**config.mk**
```make
export PLATFORM = sky130hd
export DESIGN_NAME = irfr_front
export DESIGN_NICKNAME = d
export VERILOG_FILES = /design/src/design/image_rotate_flip_remap_macros.svh /design/src/design/irfr_pkg.sv /design/src/design/irfr_front.sv
export SDC_FILE = /design/constraint.sdc
export NUM_CORES = 1
export LEC_CHECK = 0
export BUFFER_PORTS_ARGS = -buffer_cell sky130_fd_sc_hd__buf_2
export CAP_MARGIN = 20
export CORE_ASPECT_RATIO = 1.2
export CORE_MARGIN = 1
export CORE_UTILIZATION = 36
export DETAILED_ROUTE_END_ITERATION = 7
export GPL_ROUTABILITY_DRIVEN = 0
export GPL_TIMING_DRIVEN = 0
export PLACE_DENSITY = 0.55
export RECOVER_POWER = 100
export SETUP_SLACK_MARGIN = 0.02
export SLEW_MARGIN = 40
export SYNTH_ARGS = -nofsm -noshare
export SYNTH_HDL_FRONTEND = slang
export SYNTH_SLANG_ARGS = --single-unit
export TNS_END_PERCENT = 50
```
**constraint.sdc**
```tcl
create_clock -name clk -period 8.6 [get_ports clk]
set_input_delay 1.72 -clock clk [delete_from_list [all_inputs] [get_ports clk]]
set_output_delay 1.72 -clock clk [all_outputs]
set_load 0.01 [all_outputs]
```
**src/design/image_rotate_flip_remap_macros.svh**
```systemverilog
// Assertion macros shared by the image orientation remapper.
`ifndef IMAGE_ROTATE_FLIP_REMAP_MACROS_SVH
`define IMAGE_ROTATE_FLIP_REMAP_MACROS_SVH

// Check a condition in the same cycle as its trigger.
`define IRFR_ASSERT_NOW(label, ante, cons, msg) \
	label: assert property (@(posedge clk) disable iff (!arst_n) (ante) |-> (cons)) \
		else $error(msg);

// Check a condition in the cycle after its trigger.
`define IRFR_ASSERT_NEXT(label, ante, cons, msg) \
	label: assert property (@(posedge clk) disable iff (!arst_n) (ante) |=> (cons)) \
		else $error(msg);

`endif

```
**src/design/irfr_pkg.sv**
```systemverilog
// Shared types, constants and helper functions of the image orientation remapper.
package irfr_pkg;

	localparam int MAX_DIM    = 256;
	localparam int PIXEL_BITS = 32;

	localparam int IDX_W   = 8;
	localparam int DIM_W   = 9;
	localparam int PIX_W   = 32;
	localparam int ANG_W   = 16;
	localparam int CMD_W   = 3;
	localparam int DATA_W  = 32;
	localparam int PADDR_W = 3;
	localparam int REG_SEL_BIT = 2;

	localparam int CRD_W   = $clog2(MAX_DIM);
	localparam int EXT_W   = (CRD_W > DIM_W) ? CRD_W : DIM_W;
	localparam int ADDR_W  = 2 * CRD_W;
	localparam int RAM_DEPTH = 1 << ADDR_W;

	localparam int FIFO_DEPTH = 4;
	localparam int FIFO_AW    = $clog2(FIFO_DEPTH);
	localparam int FIFO_CW    = FIFO_AW + 1;

	// floor(x / 90) for x below 2^16 as (x * RECIP_90) >> RECIP_SHIFT, exact
	localparam int DEG_QUARTER = 90;
	localparam logic [ANG_W-1:0] RECIP_90 = 16'd46604;
	localparam int RECIP_SHIFT = 22;

	typedef enum logic [CMD_W-1:0] {
		CMD_LOAD    = 3'd0,
		CMD_ROT_CW  = 3'd1,
		CMD_ROT_CCW = 3'd2,
		CMD_MIR_LR  = 3'd3,
		CMD_MIR_UD  = 3'd4,
		CMD_READ    = 3'd5
	} cmd_t;

	typedef enum logic {
		REG_NUM_ROWS = 1'b0,
		REG_NUM_COLS = 1'b1
	} reg_idx_t;

	typedef struct packed {
		logic                  is_read;
		logic                  ok;
		logic [ADDR_W-1:0]     addr;
		logic [PIXEL_BITS-1:0] data;
		logic [DIM_W-1:0]      height;
		logic [DIM_W-1:0]      width;
	} irfr_op_t;

	typedef struct packed {
		logic full;
		logic empty;
	} fifo_stat_t;

	function automatic logic [DIM_W-1:0] clamp_dim(input logic [DIM_W-1:0] v);
		logic [DIM_W-1:0] r;
		if (v == '0) begin
			r = DIM_W'(1);
		end else if (32'(v) > MAX_DIM) begin
			r = DIM_W'(MAX_DIM);
		end else begin
			r = v;
		end
		return r;
	endfunction

	// Quarter turns of an angle, modulo 4; negative angles round toward the next lower turn
	function automatic logic [1:0] turns_of(input logic signed [ANG_W:0] v);
		logic                 neg;
		logic [ANG_W:0]       mag;
		logic [ANG_W-1:0]     x;
		logic [2*ANG_W-1:0]   prod;
		logic [1:0]           q;
		neg  = v[ANG_W];
		mag  = neg ? unsigned'(-v) : unsigned'(v);
		x    = neg ? ANG_W'(32'(mag) + DEG_QUARTER - 1) : ANG_W'(mag);
		prod = (2*ANG_W)'(x) * (2*ANG_W)'(RECIP_90);
		q    = prod[RECIP_SHIFT+1:RECIP_SHIFT];
		return neg ? 2'(2'd0 - q) : q;
	endfunction

	function automatic logic [PIXEL_BITS-1:0] to_store(input logic [PIX_W-1:0] p);
		logic [PIXEL_BITS-1:0] s;
		for (int i = 0; i < PIXEL_BITS; i++) begin
			s[i] = (i < PIX_W) ? p[i % PIX_W] : 1'b0;
		end
		return s;
	endfunction

	function automatic logic [PIX_W-1:0] from_store(input logic [PIXEL_BITS-1:0] s);
		logic [PIX_W-1:0] p;
		for (int i = 0; i < PIX_W; i++) begin
			p[i] = (i < PIXEL_BITS) ? s[i % PIXEL_BITS] : 1'b0;
		end
		return p;
	endfunction

endpackage

```
**src/design/irfr_front.sv**
```systemverilog
// Front end: takes commands, keeps the orientation state and maps reads and loads to addresses.
module irfr_front import irfr_pkg::*; (
	input  logic                    clk,
	input  logic                    arst_n,
	input  logic                    in_valid,
	output logic                    in_stall,
	input  logic [CMD_W-1:0]        command,
	input  logic [IDX_W-1:0]        row_index,
	input  logic [IDX_W-1:0]        col_index,
	input  logic signed [PIX_W-1:0] pixel_in,
	input  logic signed [ANG_W-1:0] angle_degrees,
	input  logic [DIM_W-1:0]        num_rows,
	input  logic [DIM_W-1:0]        num_cols,
	input  fifo_stat_t              fifo_stat,
	output logic                    push,
	output irfr_op_t                push_op
);

	logic [1:0]              qt_q;
	logic                    mir_q;
	logic                    accept;
	logic                    push_req;
	logic [DIM_W-1:0]        h0, w0, ch, cw;
	logic [EXT_W-1:0]        row_e, col_e, h0m1, w0m1, r_map, c_map;
	logic                    ok;
	logic                    load_ok;
	logic signed [ANG_W:0]   ang_ext;
	logic signed [ANG_W:0]   ang_neg;

	assign in_stall = fifo_stat.full;
	assign accept   = in_valid && !fifo_stat.full;
	assign push     = accept && push_req;
	assign ang_ext  = (ANG_W+1)'(angle_degrees);
	assign ang_neg  = -ang_ext;

	always_comb begin
		h0    = clamp_dim(num_rows);
		w0    = clamp_dim(num_cols);
		ch    = qt_q[0] ? w0 : h0;
		cw    = qt_q[0] ? h0 : w0;
		row_e = EXT_W'(row_index);
		col_e = EXT_W'(col_index);
		h0m1  = EXT_W'(h0) - EXT_W'(1);
		w0m1  = EXT_W'(w0) - EXT_W'(1);
		// undo the clockwise turns, then the mirror
		case (qt_q)
			2'd0: begin
				r_map = row_e;
				c_map = col_e;
			end
			2'd1: begin
				r_map = h0m1 - col_e;
				c_map = row_e;
			end
			2'd2: begin
				r_map = h0m1 - row_e;
				c_map = w0m1 - col_e;
			end
			default: begin
				r_map = col_e;
				c_map = w0m1 - row_e;
			end
		endcase
		if (mir_q) begin
			c_map = w0m1 - c_map;
		end
		ok      = (DIM_W'(row_index) < ch) && (DIM_W'(col_index) < cw);
		load_ok = (32'(row_index) < MAX_DIM) && (32'(col_index) < MAX_DIM);

		push_op.is_read = 1'b0;
		push_op.ok      = ok;
		push_op.addr    = {row_e[CRD_W-1:0], col_e[CRD_W-1:0]};
		push_op.data    = to_store(pixel_in);
		push_op.height  = ch;
		push_op.width   = cw;
		push_req        = 1'b0;
		case (command)
			CMD_LOAD: begin
				push_req = load_ok;
			end
			CMD_READ: begin
				push_op.is_read = 1'b1;
				push_op.addr    = {r_map[CRD_W-1:0], c_map[CRD_W-1:0]};
				push_req        = 1'b1;
			end
			default: begin
				push_req = 1'b0;
			end
		endcase
	end

	always_ff @(posedge clk or negedge arst_n) begin
		if (!arst_n) begin
			qt_q  <= 2'd0;
			mir_q <= 1'b0;
		end else if (accept) begin
			case (command)
				CMD_ROT_CW: begin
					qt_q <= qt_q + turns_of(ang_ext);
				end
				CMD_ROT_CCW: begin
					qt_q <= qt_q + turns_of(ang_neg);
				end
				CMD_MIR_LR: begin
					qt_q  <= 2'd0 - qt_q;
					mir_q <= !mir_q;
				end
				CMD_MIR_UD: begin
					qt_q  <= 2'd2 - qt_q;
					mir_q <= !mir_q;
				end
				default: begin
					qt_q <= qt_q;
				end
			endcase
		end
	end

endmodule

```
==> results.txt <==
Status: finished with violations
Mapped Cells: 1,264
Port Buffers: 119
Worst path bufs/invs: 12
Critical Path RT: 8.72 ns
Die height: 185 um
DRC viols: 0
Vias in the first global route: 8,792
Fin. Hold Viols: 0
Final Skew: 0.00116 ns
Initial antenna violation count: 1
# setup viols final: 3
Clock buffer depth: 2
Detailed Route Iter0 Violations: 461
Grt met1 use: 25.0%
Worst path max stage delay: 0.52 ns
Worst skew pair latency: 0.22 ns
Top FF cell, synth: dfrtp_1
Maxcap violations: 0
EDFF count, synth: 0
Hold Crit Class: reg2reg
GR Util met2: 36.9%
Worst EP arrival: 10.80 ns
Area of the die: 0.0285 mm2
Cell Rows: 66
Reg2Reg Depth: 10
WL final: 27,700 um
Most used cell, CP: fa_1
Final Max Tran Viols: 0
Failing checks: setup timing
Yosys cell types: 87
R2R Setup Slk: 6.11 ns
Worst hold endpoint: qt_q[0]
RSZ-0062 raised after global routing: yes
Avg WL per Cell: 15.8 um
CTS tree: built
Min-Delay Path Depth: 3
Mapped Area: 0.0100 mm2
Place WS: -3.29 ns
Via count: 9,064
Syn. warnings: 0
Pin count of the biggest net entering global routing: 12
Leakage power: 5.72 nW
Number of H-tree branching levels: 1
Total global routing overflow: 0
# IOs: 160
Met3 Use GR: 1.13%
Post-synth top area share: 24.1%
Clock slew at reported path FFs: 0.03 ns
Remaining antenna violation count: 0
Flops & latches, synth: 3
Syn Area/Cell: 7.93 um2
Post-synth top cells: inv_1, ha_1, nand2_1, fa_1, xnor2_1
Worst slew margin: 47.3%
Total power per unit cell area: 439 mW/mm2
Vias per cell: 5.18
Syn Nets: 1,625
Peak supply drop: 0.000397 V
TritonRoute pass-1 iters: 5
Worst R2R End: qt_q[1]
GRT busiest layer: met2
Total CTS buffers: 3
Top post-synthesis cells by area: ha_1, fa_1, inv_1
Top Family by Delay on Critical Path: adder cells
Initial core utilization: 36.8%
Least-Margin Pin Slew: 0.791 ns
Setup WS post-layout: -2.08 ns
HP Start: qt_q[0]
Nets@finish: 1,770
Core Area: 0.0273 mm2
Crit path time final: 10.68 ns
Fmax: 0.0936 GHz
Worst setup path class: in2reg
Hpwl dp: 23,800 um
Share of layout cells above drive strength 1: 16.1%
Worst setup SP type: input pin
Count leader, synth: inv_1
Post-synthesis sequential area ratio: 0.749%
GRT Util Overall: 19.7%
Cell taking the most area after synthesis: ha_1
Root buffer cell: clkbuf_16
Clock Sinks: 3
Layout area overhead: 16.8%
Chip width: 154 um
Final Cycle Share: 124%
CP max stage cell: fa_1
Worst r2r src: qt_q[0]
Setup TNS: -2.69 ns
Async SR Flop Fraction: 100%
Crit-path max FO: 11
First-pass GRT wire length: 45,000 um
Crit. End Element: flip-flop
cell usage in the layout (no fill, tap or decap), types with 14 or more instances in the layout:
| cell type | count |
|---|---|
| nand2_1 | 95 |
| buf_4 | 55 |
| inv_1 | 198 |
| fa_1 | 78 |
| a21oi_1 | 51 |
| nor3_1 | 23 |
| xnor2_1 | 57 |
| xor2_1 | 32 |
| mux2i_1 | 16 |
| xnor2_2 | 14 |
| clkbuf_1 | 92 |
| nand3_1 | 18 |
| ha_1 | 188 |
| o21a_1 | 16 |
| o21ai_0 | 51 |
| buf_2 | 62 |
| a21o_1 | 21 |
| nor2b_1 | 20 |
| nor2_1 | 52 |
state kept, by name, summed over array words and instances, names as in the netlist:
signal	cells
qt_q	2
mir_q	1
kinds of logic after synthesis:
family                     synth area share (%)
and+or+nand+nor                            15.6
muxes                                      2.27
buffers and inverters                      12.5
AOI/OAI and AO/OA                          17.5
adders and majority gates                  39.7
DFF                                       0.749
xor gates and xnor gates                   11.6
what timing repair did:
item,in CTS,in global routing
pin swaps,18,3
hold endpoints to repair,0,0
hold buffers,0,0
gates resized for setup,56,8
setup buffers,21,0
endpoints found under the setup margin,3,3
cell type report:
class | instances | area [um2]
antenna | 1 | 2.50
buffer | 82 | 541
clock buffer | 4 | 78.8
fill | 2842 | 15600
inverter | 205 | 772
multi-input combinational | 974 | 9130
sequential | 3 | 75.1
tap | 340 | 425
timing repair buffer | 140 | 674
worst min-delay path: stages (launching register included):
cell and delay (ns):
dfrtp_1 0.40, ha_2 0.16, nand2_1 0.04, o21ai_0 0.07
layer usage:
layer	wire, um	part of all wire, %
met1	12400	45
met2	14100	51
met3	785	2.8
met4	504	1.8
met5	0	0
worst max path at each step:
stage	from	endpoint	slack, ns	cells after the start
finish	angle_degrees[0]	qt_q[1]	-2.08	45
global route	angle_degrees[0]	qt_q[1]	-2.58	42
CTS	angle_degrees[0]	qt_q[1]	-2.12	45
detailed placement	angle_degrees[0]	qt_q[1]	-3.29	43
global placement	angle_degrees[0]	qt_q[1]	-3.25	43
floorplan	angle_degrees[0]	qt_q[1]	-1.56	42
through the flow:
stage | utilization (%) | power (W) | cell area, um2 | std cells | hold WS (ns)
6_report | 42.9 | 0.00514 | 11700 | 1749 | 0.706
5_1_grt | 42.9 | 0.00594 | 11700 | 1749 | 0.766
4_1_cts | 43.1 | 0.00523 | 11800 | 1748 | 0.735
3_5_place_dp | 41.1 | 0.00486 | 11200 | 1723 | 0.713
3_3_place_gp | 41.1 | 0.00480 | 11200 | 1723 | 0.721
2_1_floorplan | - | 0.00382 | 10200 | 1264 | 0.625
where the power goes:
part	internal [W]	switching, W	total, W
clock	0.0000613	0.0000135	0.0000748
combinational	0.00242	0.00261	0.00503
sequential	0.0000213	0.0000116	0.0000330
(Power assumes the default switching activity.)
