<file path="src/design/image_rotate_flip_remap_macros.svh">
// Assertion macros shared by the image orientation remapper.
`ifndef IMAGE_ROTATE_FLIP_REMAP_MACROS_SVH
`define IMAGE_ROTATE_FLIP_REMAP_MACROS_SVH

// Check a condition in the same cycle as its trigger.
`define IRFR_ASSERT_NOW(label, ante, cons, msg) \
	label: assert property (@(posedge clk) disable iff (!arst_n) (ante) |-> (cons)) \
		else $error(msg);

// Check a condition in the cycle after its trigger.
`define IRFR_ASSERT_NEXT(label, ante, cons, msg) \
	label: assert property (@(posedge clk) disable iff (!arst_n) (ante) |=> (cons)) \
		else $error(msg);

`endif

</file>
<file path="src/design/irfr_pkg.sv">
// Shared types, constants and helper functions of the image orientation remapper.
package irfr_pkg;

	localparam int MAX_DIM    = 256;
	localparam int PIXEL_BITS = 32;

	localparam int IDX_W   = 8;
	localparam int DIM_W   = 9;
	localparam int PIX_W   = 32;
	localparam int ANG_W   = 16;
	localparam int CMD_W   = 3;
	localparam int DATA_W  = 32;
	localparam int PADDR_W = 3;
	localparam int REG_SEL_BIT = 2;

	localparam int CRD_W   = $clog2(MAX_DIM);
	localparam int EXT_W   = (CRD_W > DIM_W) ? CRD_W : DIM_W;
	localparam int ADDR_W  = 2 * CRD_W;
	localparam int RAM_DEPTH = 1 << ADDR_W;

	localparam int FIFO_DEPTH = 4;
	localparam int FIFO_AW    = $clog2(FIFO_DEPTH);
	localparam int FIFO_CW    = FIFO_AW + 1;

	// floor(x / 90) for x below 2^16 as (x * RECIP_90) >> RECIP_SHIFT, exact
	localparam int DEG_QUARTER = 90;
	localparam logic [ANG_W-1:0] RECIP_90 = 16'd46604;
	localparam int RECIP_SHIFT = 22;

	typedef enum logic [CMD_W-1:0] {
		CMD_LOAD    = 3'd0,
		CMD_ROT_CW  = 3'd1,
		CMD_ROT_CCW = 3'd2,
		CMD_MIR_LR  = 3'd3,
		CMD_MIR_UD  = 3'd4,
		CMD_READ    = 3'd5
	} cmd_t;

	typedef enum logic {
		REG_NUM_ROWS = 1'b0,
		REG_NUM_COLS = 1'b1
	} reg_idx_t;

	typedef struct packed {
		logic                  is_read;
		logic                  ok;
		logic [ADDR_W-1:0]     addr;
		logic [PIXEL_BITS-1:0] data;
		logic [DIM_W-1:0]      height;
		logic [DIM_W-1:0]      width;
	} irfr_op_t;

	typedef struct packed {
		logic full;
		logic empty;
	} fifo_stat_t;

	function automatic logic [DIM_W-1:0] clamp_dim(input logic [DIM_W-1:0] v);
		logic [DIM_W-1:0] r;
		if (v == '0) begin
			r = DIM_W'(1);
		end else if (32'(v) > MAX_DIM) begin
			r = DIM_W'(MAX_DIM);
		end else begin
			r = v;
		end
		return r;
	endfunction

	// Quarter turns of an angle, modulo 4; negative angles round toward the next lower turn
	function automatic logic [1:0] turns_of(input logic signed [ANG_W:0] v);
		logic                 neg;
		logic [ANG_W:0]       mag;
		logic [ANG_W-1:0]     x;
		logic [2*ANG_W-1:0]   prod;
		logic [1:0]           q;
		neg  = v[ANG_W];
		mag  = neg ? unsigned'(-v) : unsigned'(v);
		x    = neg ? ANG_W'(32'(mag) + DEG_QUARTER - 1) : ANG_W'(mag);
		prod = (2*ANG_W)'(x) * (2*ANG_W)'(RECIP_90);
		q    = prod[RECIP_SHIFT+1:RECIP_SHIFT];
		return neg ? 2'(2'd0 - q) : q;
	endfunction

	function automatic logic [PIXEL_BITS-1:0] to_store(input logic [PIX_W-1:0] p);
		logic [PIXEL_BITS-1:0] s;
		for (int i = 0; i < PIXEL_BITS; i++) begin
			s[i] = (i < PIX_W) ? p[i % PIX_W] : 1'b0;
		end
		return s;
	endfunction

	function automatic logic [PIX_W-1:0] from_store(input logic [PIXEL_BITS-1:0] s);
		logic [PIX_W-1:0] p;
		for (int i = 0; i < PIX_W; i++) begin
			p[i] = (i < PIXEL_BITS) ? s[i % PIXEL_BITS] : 1'b0;
		end
		return p;
	endfunction

endpackage

</file>
<file path="src/design/irfr_fifo.sv">
// Short queue of pending loads and reads between the front and back ends.
module irfr_fifo import irfr_pkg::*; (
	input  logic       clk,
	input  logic       arst_n,
	input  logic       push,
	input  irfr_op_t   push_op,
	input  logic       pop,
	output irfr_op_t   pop_op,
	output fifo_stat_t stat
);

	irfr_op_t           mem_q [FIFO_DEPTH];
	logic [FIFO_AW-1:0] wr_ptr_q;
	logic [FIFO_AW-1:0] rd_ptr_q;
	logic [FIFO_CW-1:0] count_q;

	assign stat.full  = (count_q == FIFO_CW'(FIFO_DEPTH));
	assign stat.empty = (count_q == '0);
	assign pop_op     = mem_q[rd_ptr_q];

	always_ff @(posedge clk) begin
		if (push) begin
			mem_q[wr_ptr_q] <= push_op;
		end
	end

	always_ff @(posedge clk or negedge arst_n) begin
		if (!arst_n) begin
			wr_ptr_q <= '0;
			rd_ptr_q <= '0;
			count_q  <= '0;
		end else begin
			if (push) begin
				wr_ptr_q <= wr_ptr_q + FIFO_AW'(1);
			end
			if (pop) begin
				rd_ptr_q <= rd_ptr_q + FIFO_AW'(1);
			end
			case ({push, pop})
				2'b10: count_q <= count_q + FIFO_CW'(1);
				2'b01: count_q <= count_q - FIFO_CW'(1);
				default: count_q <= count_q;
			endcase
		end
	end

endmodule

</file>
<file path="config.mk">
export PLATFORM = sky130hd
export DESIGN_NAME = irfr_fifo
export DESIGN_NICKNAME = d
export VERILOG_FILES = /design/src/design/image_rotate_flip_remap_macros.svh /design/src/design/irfr_pkg.sv /design/src/design/irfr_fifo.sv
export SDC_FILE = /design/constraint.sdc
export NUM_CORES = 1
export LEC_CHECK = 0
export ABC_AREA = 1
export BUFFER_PORTS_ARGS = -buffer_cell sky130_fd_sc_hd__buf_4
export CELL_PAD_IN_SITES_DETAIL_PLACEMENT = 0
export CELL_PAD_IN_SITES_GLOBAL_PLACEMENT = 1
export CORE_UTILIZATION = 51
export DETAILED_ROUTE_END_ITERATION = 7
export GPL_ROUTABILITY_DRIVEN = 1
export MAX_ROUTING_LAYER = met4
export PLACE_DENSITY = 0.83
export REMOVE_ABC_BUFFERS = 1
export SKIP_CTS_REPAIR_TIMING = 1
export SLEW_MARGIN = 10
export SYNTH_ARGS = -nofsm -noshare
export SYNTH_HDL_FRONTEND = slang
export SYNTH_SLANG_ARGS = --single-unit
export TNS_END_PERCENT = 20
</file>
<file path="constraint.sdc">
create_clock -name clk -period 4.3 [get_ports clk]
set_clock_uncertainty 0.05 [all_clocks]
set_input_delay 0.43 -clock clk [delete_from_list [all_inputs] [get_ports clk]]
set_output_delay 0.43 -clock clk [all_outputs]
set_load 0.01 [all_outputs]
</file>
==> results_dict.tcl, run 1 <==
set metrics [dict create \
    die_area_um2 22400 \
    syn_area_um2 11120 \
    tightestPinTransition_ns 0.8814 \
    port_buffers 141 \
    grt_setup_unrepaired "false" \
    postSynth.asyncResetShare_pct 2.509 \
    synth.yosys.seq_area_share_pct 75.01 \
    clk_latency_ns 0.51 \
    vias 6343 \
    grt_pass1_wl_um 31280 \
    grt_overflow 0 \
    p_sw_share_pct 32.86 \
    netlist_instances 842 \
    cts_buffer_depth 3 \
    gp_congestion 0.7050 \
    period_needed_ns 2.855 \
    tns_ns 0 \
    core_um2 21220 \
    whs_endpoint "rd_ptr_q[0]" \
    cts_tree "built" \
    ctsHtreeMaxLevel 1 \
    critPathMaxStageDelay_ns 0.92 \
    drv_slew 0 \
    seqCellArea_um2 8348 \
    total_power_uw 9037 \
    dominantRegCellSynth "edfxtp_1" \
    hold_path_depth 2 \
    cp_slowest_cell "dfrtp_4" \
    multi_input_area_um2 1977 \
    synth_cell_types 18 \
    finalHoldViolCount 0 \
    r2r-end "mem_q[1][16]" \
    worstSetupEndpointType "primary output" \
    finalCritPeriodShare_pct 66.40 \
    ir_worst_vdd_uv 445.9 \
    outcome "finished, final reports clean" \
    viasPerCell 4.994 \
    cp-start-kind "register" \
    cp_num_cells 5 \
    whs_ns 0.05727 \
    ys_ff_latch 279 \
    slew_headroom_pct 41.24 \
    power_frac_seq_pct 41.9 \
    drv_cap 0 \
    drt_iter0_drc 285 \
    path_class "reg -> out" \
    combPwrFrac_pct 34.2 \
    power_frac_clock_pct 23.9 \
    avgSynthCellArea_um2 13.21 \
    final_util_pct 62.34 \
    antenna_found_initial 0 \
    yosys-top-cells-area "edfxtp_1, o211ai_1, nand2_1, inv_1, buf_2" \
    fmax_ghz 0.3502 \
    worst-path-buf-inv 2 \
    startpoint "rd_ptr_q[0]" \
    synth_edf_count 272 \
    dieWidth_um 149.7 \
    synth.largest_area_cell "edfxtp_1" \
    worstPathArrival_ns 2.38 \
    place.detailed.hpwl_um 11360 \
    setup_viol 0 \
    drcViolationCount 0 \
    path_delay_family "flip-flops" \
    r2r.worst_path.cells 4 \
    ant_nets 0 \
    grt_max_degree 111 \
    drive_above_1_share_pct 19.20 \
    p_leak_uw 0.005313 \
    synth.top_cell.area_share_pct 73.44 \
    hp-class "in -> reg" \
    first_pass_iters 4 \
    pin_count 142 \
    power_density_nw_per_um2 683.1 \
    crit_chain "buf_12 > nand2_1 > o211ai_1 > nand2_1 > buf_4" \
    crit_fanout 110 \
    wl_per_cell_um 15.79 \
    fin_nets 1055 \
    nFillCells 1636 \
    grt_pass1_vias 6063 \
    antenna_cells 0 \
    required_ns 3.82 \
    clock-sinks 279 \
    p_sw_uw 2970 \
    synth_commonest_cells "edfxtp_1, nand2_1, inv_1" \
    cts_inserted_buffers 27 \
    die_y_um 149.7 \
    areaGrowthSynthToFinish_pct 18.94 \
    synth_most_common_cell "edfxtp_1" \
    crit_path_frequent_cell "nand2_1" \
    clkSlewWorstSetupHoldPaths_ns 0.06 \
    yosysWarnings 0 \
    r2r-start "wr_ptr_q[0]" \
    p_int_uw 6067 \
    wirelength_um 20050 \
    rows 53 \
    root_buffer "clkbuf_16" \
    start_util_pct 52.41 \
    grtUsageTotal_pct 18.83 \
    hold_start "pop" \
    rrSetupSlack_ns 2.03 \
]
[cell usage in the layout (no fill, tap or decap), drive strengths merged]
cell type and n:
fa 1, o21ai 2, xor2 3, edfxtp 272, clkinvlp 1, clkinv 16
buf 151, inv 146, clkbuf 32, nand4 1, xnor2 1, nand3 1
bufinv 2, nor3 2, ha 5, o211ai 136, dlygate4sd3 1, nand2 215
dfrtp 7
[through the flow]
stage	std cells	worst slack, ns	cell area (µm²)
floorplan	796	-1.126	10880
global placement	1222	2.008	12410
detailed placement	1222	1.961	12410
CTS	1269	1.406	13220
global route	1270	1.229	13230
finish	1270	1.445	13230
[routing by layer]
layer	track usage (%)	up-vias	share of wire, %
li1	-	3188	-
met2	31.48	159	50
met3	3.171	34	5.6
met1	23.80	2962	42
met4	5.202	0	2.0
met5	-	-	0
[flip-flops by register name, indices dropped and copies added (netlist names)]
signal    cells
mem_q       272
count_q       3
wr_ptr_q      2
rd_ptr_q      2
[cell families after synthesis]
logic type / Yosys count / synth area share (%)
DFF: 279 / 75.01
and+or+nand+nor: 219 / 7.447
buffers and inverters: 196 / 7.211
AOI/OAI and AO/OA: 138 / 9.270
adders and majority gates: 6 / 0.7425
xor gates and xnor gates: 4 / 0.3151
[power groups by stage]
stage / clock network [µW] / logic (µW) / registers [µW]
2_1_floorplan: 0 / 1590 / 4040
3_3_place_gp: 0 / 3110 / 3820
3_5_place_dp: 0 / 3150 / 3840
4_1_cts: 2210 / 3160 / 3790
5_1_grt: 2330 / 3440 / 3840
6_report: 2160 / 3090 / 3780
[area by class of cell]
type,count,share of cell area (%)
Multi-Input combinational cell,367,14.94
Timing Repair Buffer,152,8.928
Tap cell,275,2.601
Clock buffer,32,5.249
Clock inverter,15,0.8796
Sequential cell,279,63.10
Inverter,150,4.294
[how the worst max path moves through the flow]
| stage | to |
|---|---|
| 2_1_floorplan | pop_op[0] |
| 3_3_place_gp | mem_q[3][55] |
| 3_5_place_dp | pop_op[52] |
| 4_1_cts | pop_op[52] |
| 5_1_grt | pop_op[48] |
| 6_report | pop_op[60] |
Power figures use the tool's default switching activity.
==> run 2: changes to the inputs <==
--- a/config.mk
+++ b/config.mk
@@ -9,11 +9,11 @@
 export BUFFER_PORTS_ARGS = -buffer_cell sky130_fd_sc_hd__buf_4
 export CELL_PAD_IN_SITES_DETAIL_PLACEMENT = 0
 export CELL_PAD_IN_SITES_GLOBAL_PLACEMENT = 1
-export CORE_UTILIZATION = 51
+export CORE_UTILIZATION = 42
 export DETAILED_ROUTE_END_ITERATION = 7
 export GPL_ROUTABILITY_DRIVEN = 1
 export MAX_ROUTING_LAYER = met4
-export PLACE_DENSITY = 0.83
+export PLACE_DENSITY = 0.73
 export REMOVE_ABC_BUFFERS = 1
 export SKIP_CTS_REPAIR_TIMING = 1
 export SLEW_MARGIN = 10
==> constraint.sdc (replaced) <==
create_clock -name clk -period 2.4 [get_ports clk]
set_clock_uncertainty 0.05 [all_clocks]
set_input_delay 0.24 -clock clk [delete_from_list [all_inputs] [get_ports clk]]
set_output_delay 0.24 -clock clk [all_outputs]
set_load 0.01 [all_outputs]
==> run 2 against run 1 <==
  * Hold slack better by 0.34 ns
  * Utilization down 7.3 points
  * Die area up 21%
  * Final cell count up 12%
  * Wire length up 12%
  * Register-to-register slack worse by 1.5 ns
  * Clock power up 94%
  * Sequential power up 78%
  * Via count up 6.3%
  * Worst setup slack worse by 1.3 ns
  * Critical path depth unchanged
==> results_dict.tcl, run 2 (synthesis results as in run 1) <==
set metrics [dict create \
    fin_nets 1140 \
    fmax_ghz 0.4399 \
    port_buffers 141 \
    final_cell_mix "edfxtp_1, nand2_1, buf_4" \
    r2r-end "mem_q[0][26]" \
    dp_worst_setup_slack_ns 0.5126 \
    slew_headroom_pct 66.03 \
    outcome "finished, final reports clean" \
    dp_cells 1292 \
    finalHoldViolCount 0 \
    gp_congestion 0.7184 \
    ctsHtreeMaxLevel 1 \
    rows 59 \
    fin_ws_ns 0.1270 \
    root_buffer "clkbuf_16" \
    die_area_um2 27140 \
    cts_inserted_buffers 29 \
    grtUsageTotal_pct 16.79 \
    ir_worst_vdd_uv 628.7 \
    grt_pass1_vias 6281 \
    die_y_um 164.7 \
    dieWidth_um 164.7 \
    p_leak_uw 0.005746 \
    vias 6742 \
    drt_iter0_drc 349 \
    place.detailed.hpwl_um 13690 \
    drcViolationCount 0 \
    first_pass_iters 4 \
    crit_end "pop_op[25]" \
    period_needed_ns 2.273 \
    start_util_pct 42.80 \
    required_ns 2.11 \
    wirelength_um 22490 \
    crit_fanout 32 \
    grt_pass1_wl_um 33560 \
    final_common_cell "edfxtp_1" \
    core_um2 25980 \
    antenna_found_initial 3 \
    grt_setup_unrepaired "false" \
    ant_nets 0 \
    finalCritPeriodShare_pct 94.71 \
    tightestPinTransition_ns 0.5089 \
    drv_slew 0 \
    pin_count 142 \
    clkSlewWorstSetupHoldPaths_ns 0.06 \
    worstPathArrival_ns 1.98 \
    power_density_nw_per_um2 1189 \
    viasPerCell 4.751 \
    cts_buffer_depth 3 \
    startpoint "rd_ptr_q[0]" \
    grt_max_degree 49 \
    grt_overflow 0 \
    stdcell_count 1419 \
    tns_ns 0 \
    top_register "mem_q" \
    rrSetupSlack_ns 0.56 \
    clk_latency_ns 0.53 \
    largest_reg_flops 272 \
    wl_per_cell_um 15.85 \
    drv_cap 0 \
    worstSetupEndpointType "primary output" \
    clock-sinks 279 \
    r2r.worst_path.cells 5 \
    areaGrowthSynthToFinish_pct 28.64 \
    path_class "reg -> out" \
    cts_tree "built" \
    drive_above_1_share_pct 19.06 \
    hp-class "in -> reg" \
    cp-start-kind "register" \
    r2r-start "wr_ptr_q[0]" \
    total_power_uw 17010 \
    reg_top3 "mem_q (272), count_q (3)" \
    setup_viol 0 \
]
run 2: changes by cell type in the layout (fill, tap and decap cells not counted), moves of 2 or more:
| cell | delta |
|---|---|
| diode_2 | +3 |
| clkbuf_16 | +2 |
| clkbuf_1 | +2 |
| clkinv_1 | -3 |
| clkinv_2 | +2 |
| buf_12 | +8 |
| dlygate4sd3_1 | +72 |
run 2: area by class of cell:
type,count,area [µm²]
Tap cell,335,419.2
Antenna cell,3,7.507
Inverter,150,568.0
Timing Repair Buffer,235,2096
Multi-Input combinational cell,367,1977
Fill cell,2153,11680
Sequential cell,279,8351
Clock buffer,36,752.0
Clock inverter,14,137.6
run 2: worst min-delay path by stage:
| stage | startpoint | endpoint | slack (ns) | depth (start not counted) |
|---|---|---|---|---|
| 5_1_grt | push_op[67] | mem_q[0][67] | 0.40 | 2 |
| 3_3_place_gp | arst_n | count_q[2] | 0.01 | 1 |
| 2_1_floorplan | arst_n | count_q[0] | -0.11 | 0 |
| 6_report | push_op[56] | mem_q[2][56] | 0.40 | 2 |
| 3_5_place_dp | arst_n | count_q[2] | 0.01 | 1 |
| 4_1_cts | arst_n | count_q[2] | -0.56 | 1 |
run 2: critical path, cell delays in order (launching register included):
cell and delay, ns:
dfrtp_4 0.62, buf_4 0.37, nand2_1 0.10, o211ai_1 0.09
nand2_1 0.09, buf_4 0.16
run 2: through the flow:
step	util, %	instance area, µm²	hold WS (ns)
after floorplan	-	10880	-0.1056
after global placement	48.72	12660	0.01114
after detailed placement	48.72	12660	0.01363
after CTS	52.15	13550	-0.5556
after global routing	55.06	14310	0.3988
final	55.06	14310	0.4004
run 2: layer usage:
metal | routed length (µm) | share of wire (%) | track usage, % | up-vias
li1 | - | - | - | 3367
met1 | 9742 | 43 | 20.59 | 3210
met2 | 11310 | 50 | 28.44 | 133
met3 | 1085 | 4.8 | 3.692 | 32
met4 | 351 | 1.6 | 3.711 | 0
met5 | 0 | 0 | - | -
run 2: where the power goes:
part | switching, µW | internal [µW] | total, µW
Sequential | 364 | 6380 | 6740
Combinational | 3510 | 2550 | 6060
Clock | 1690 | 2510 | 4200
Total | 5560 | 11400 | 17000
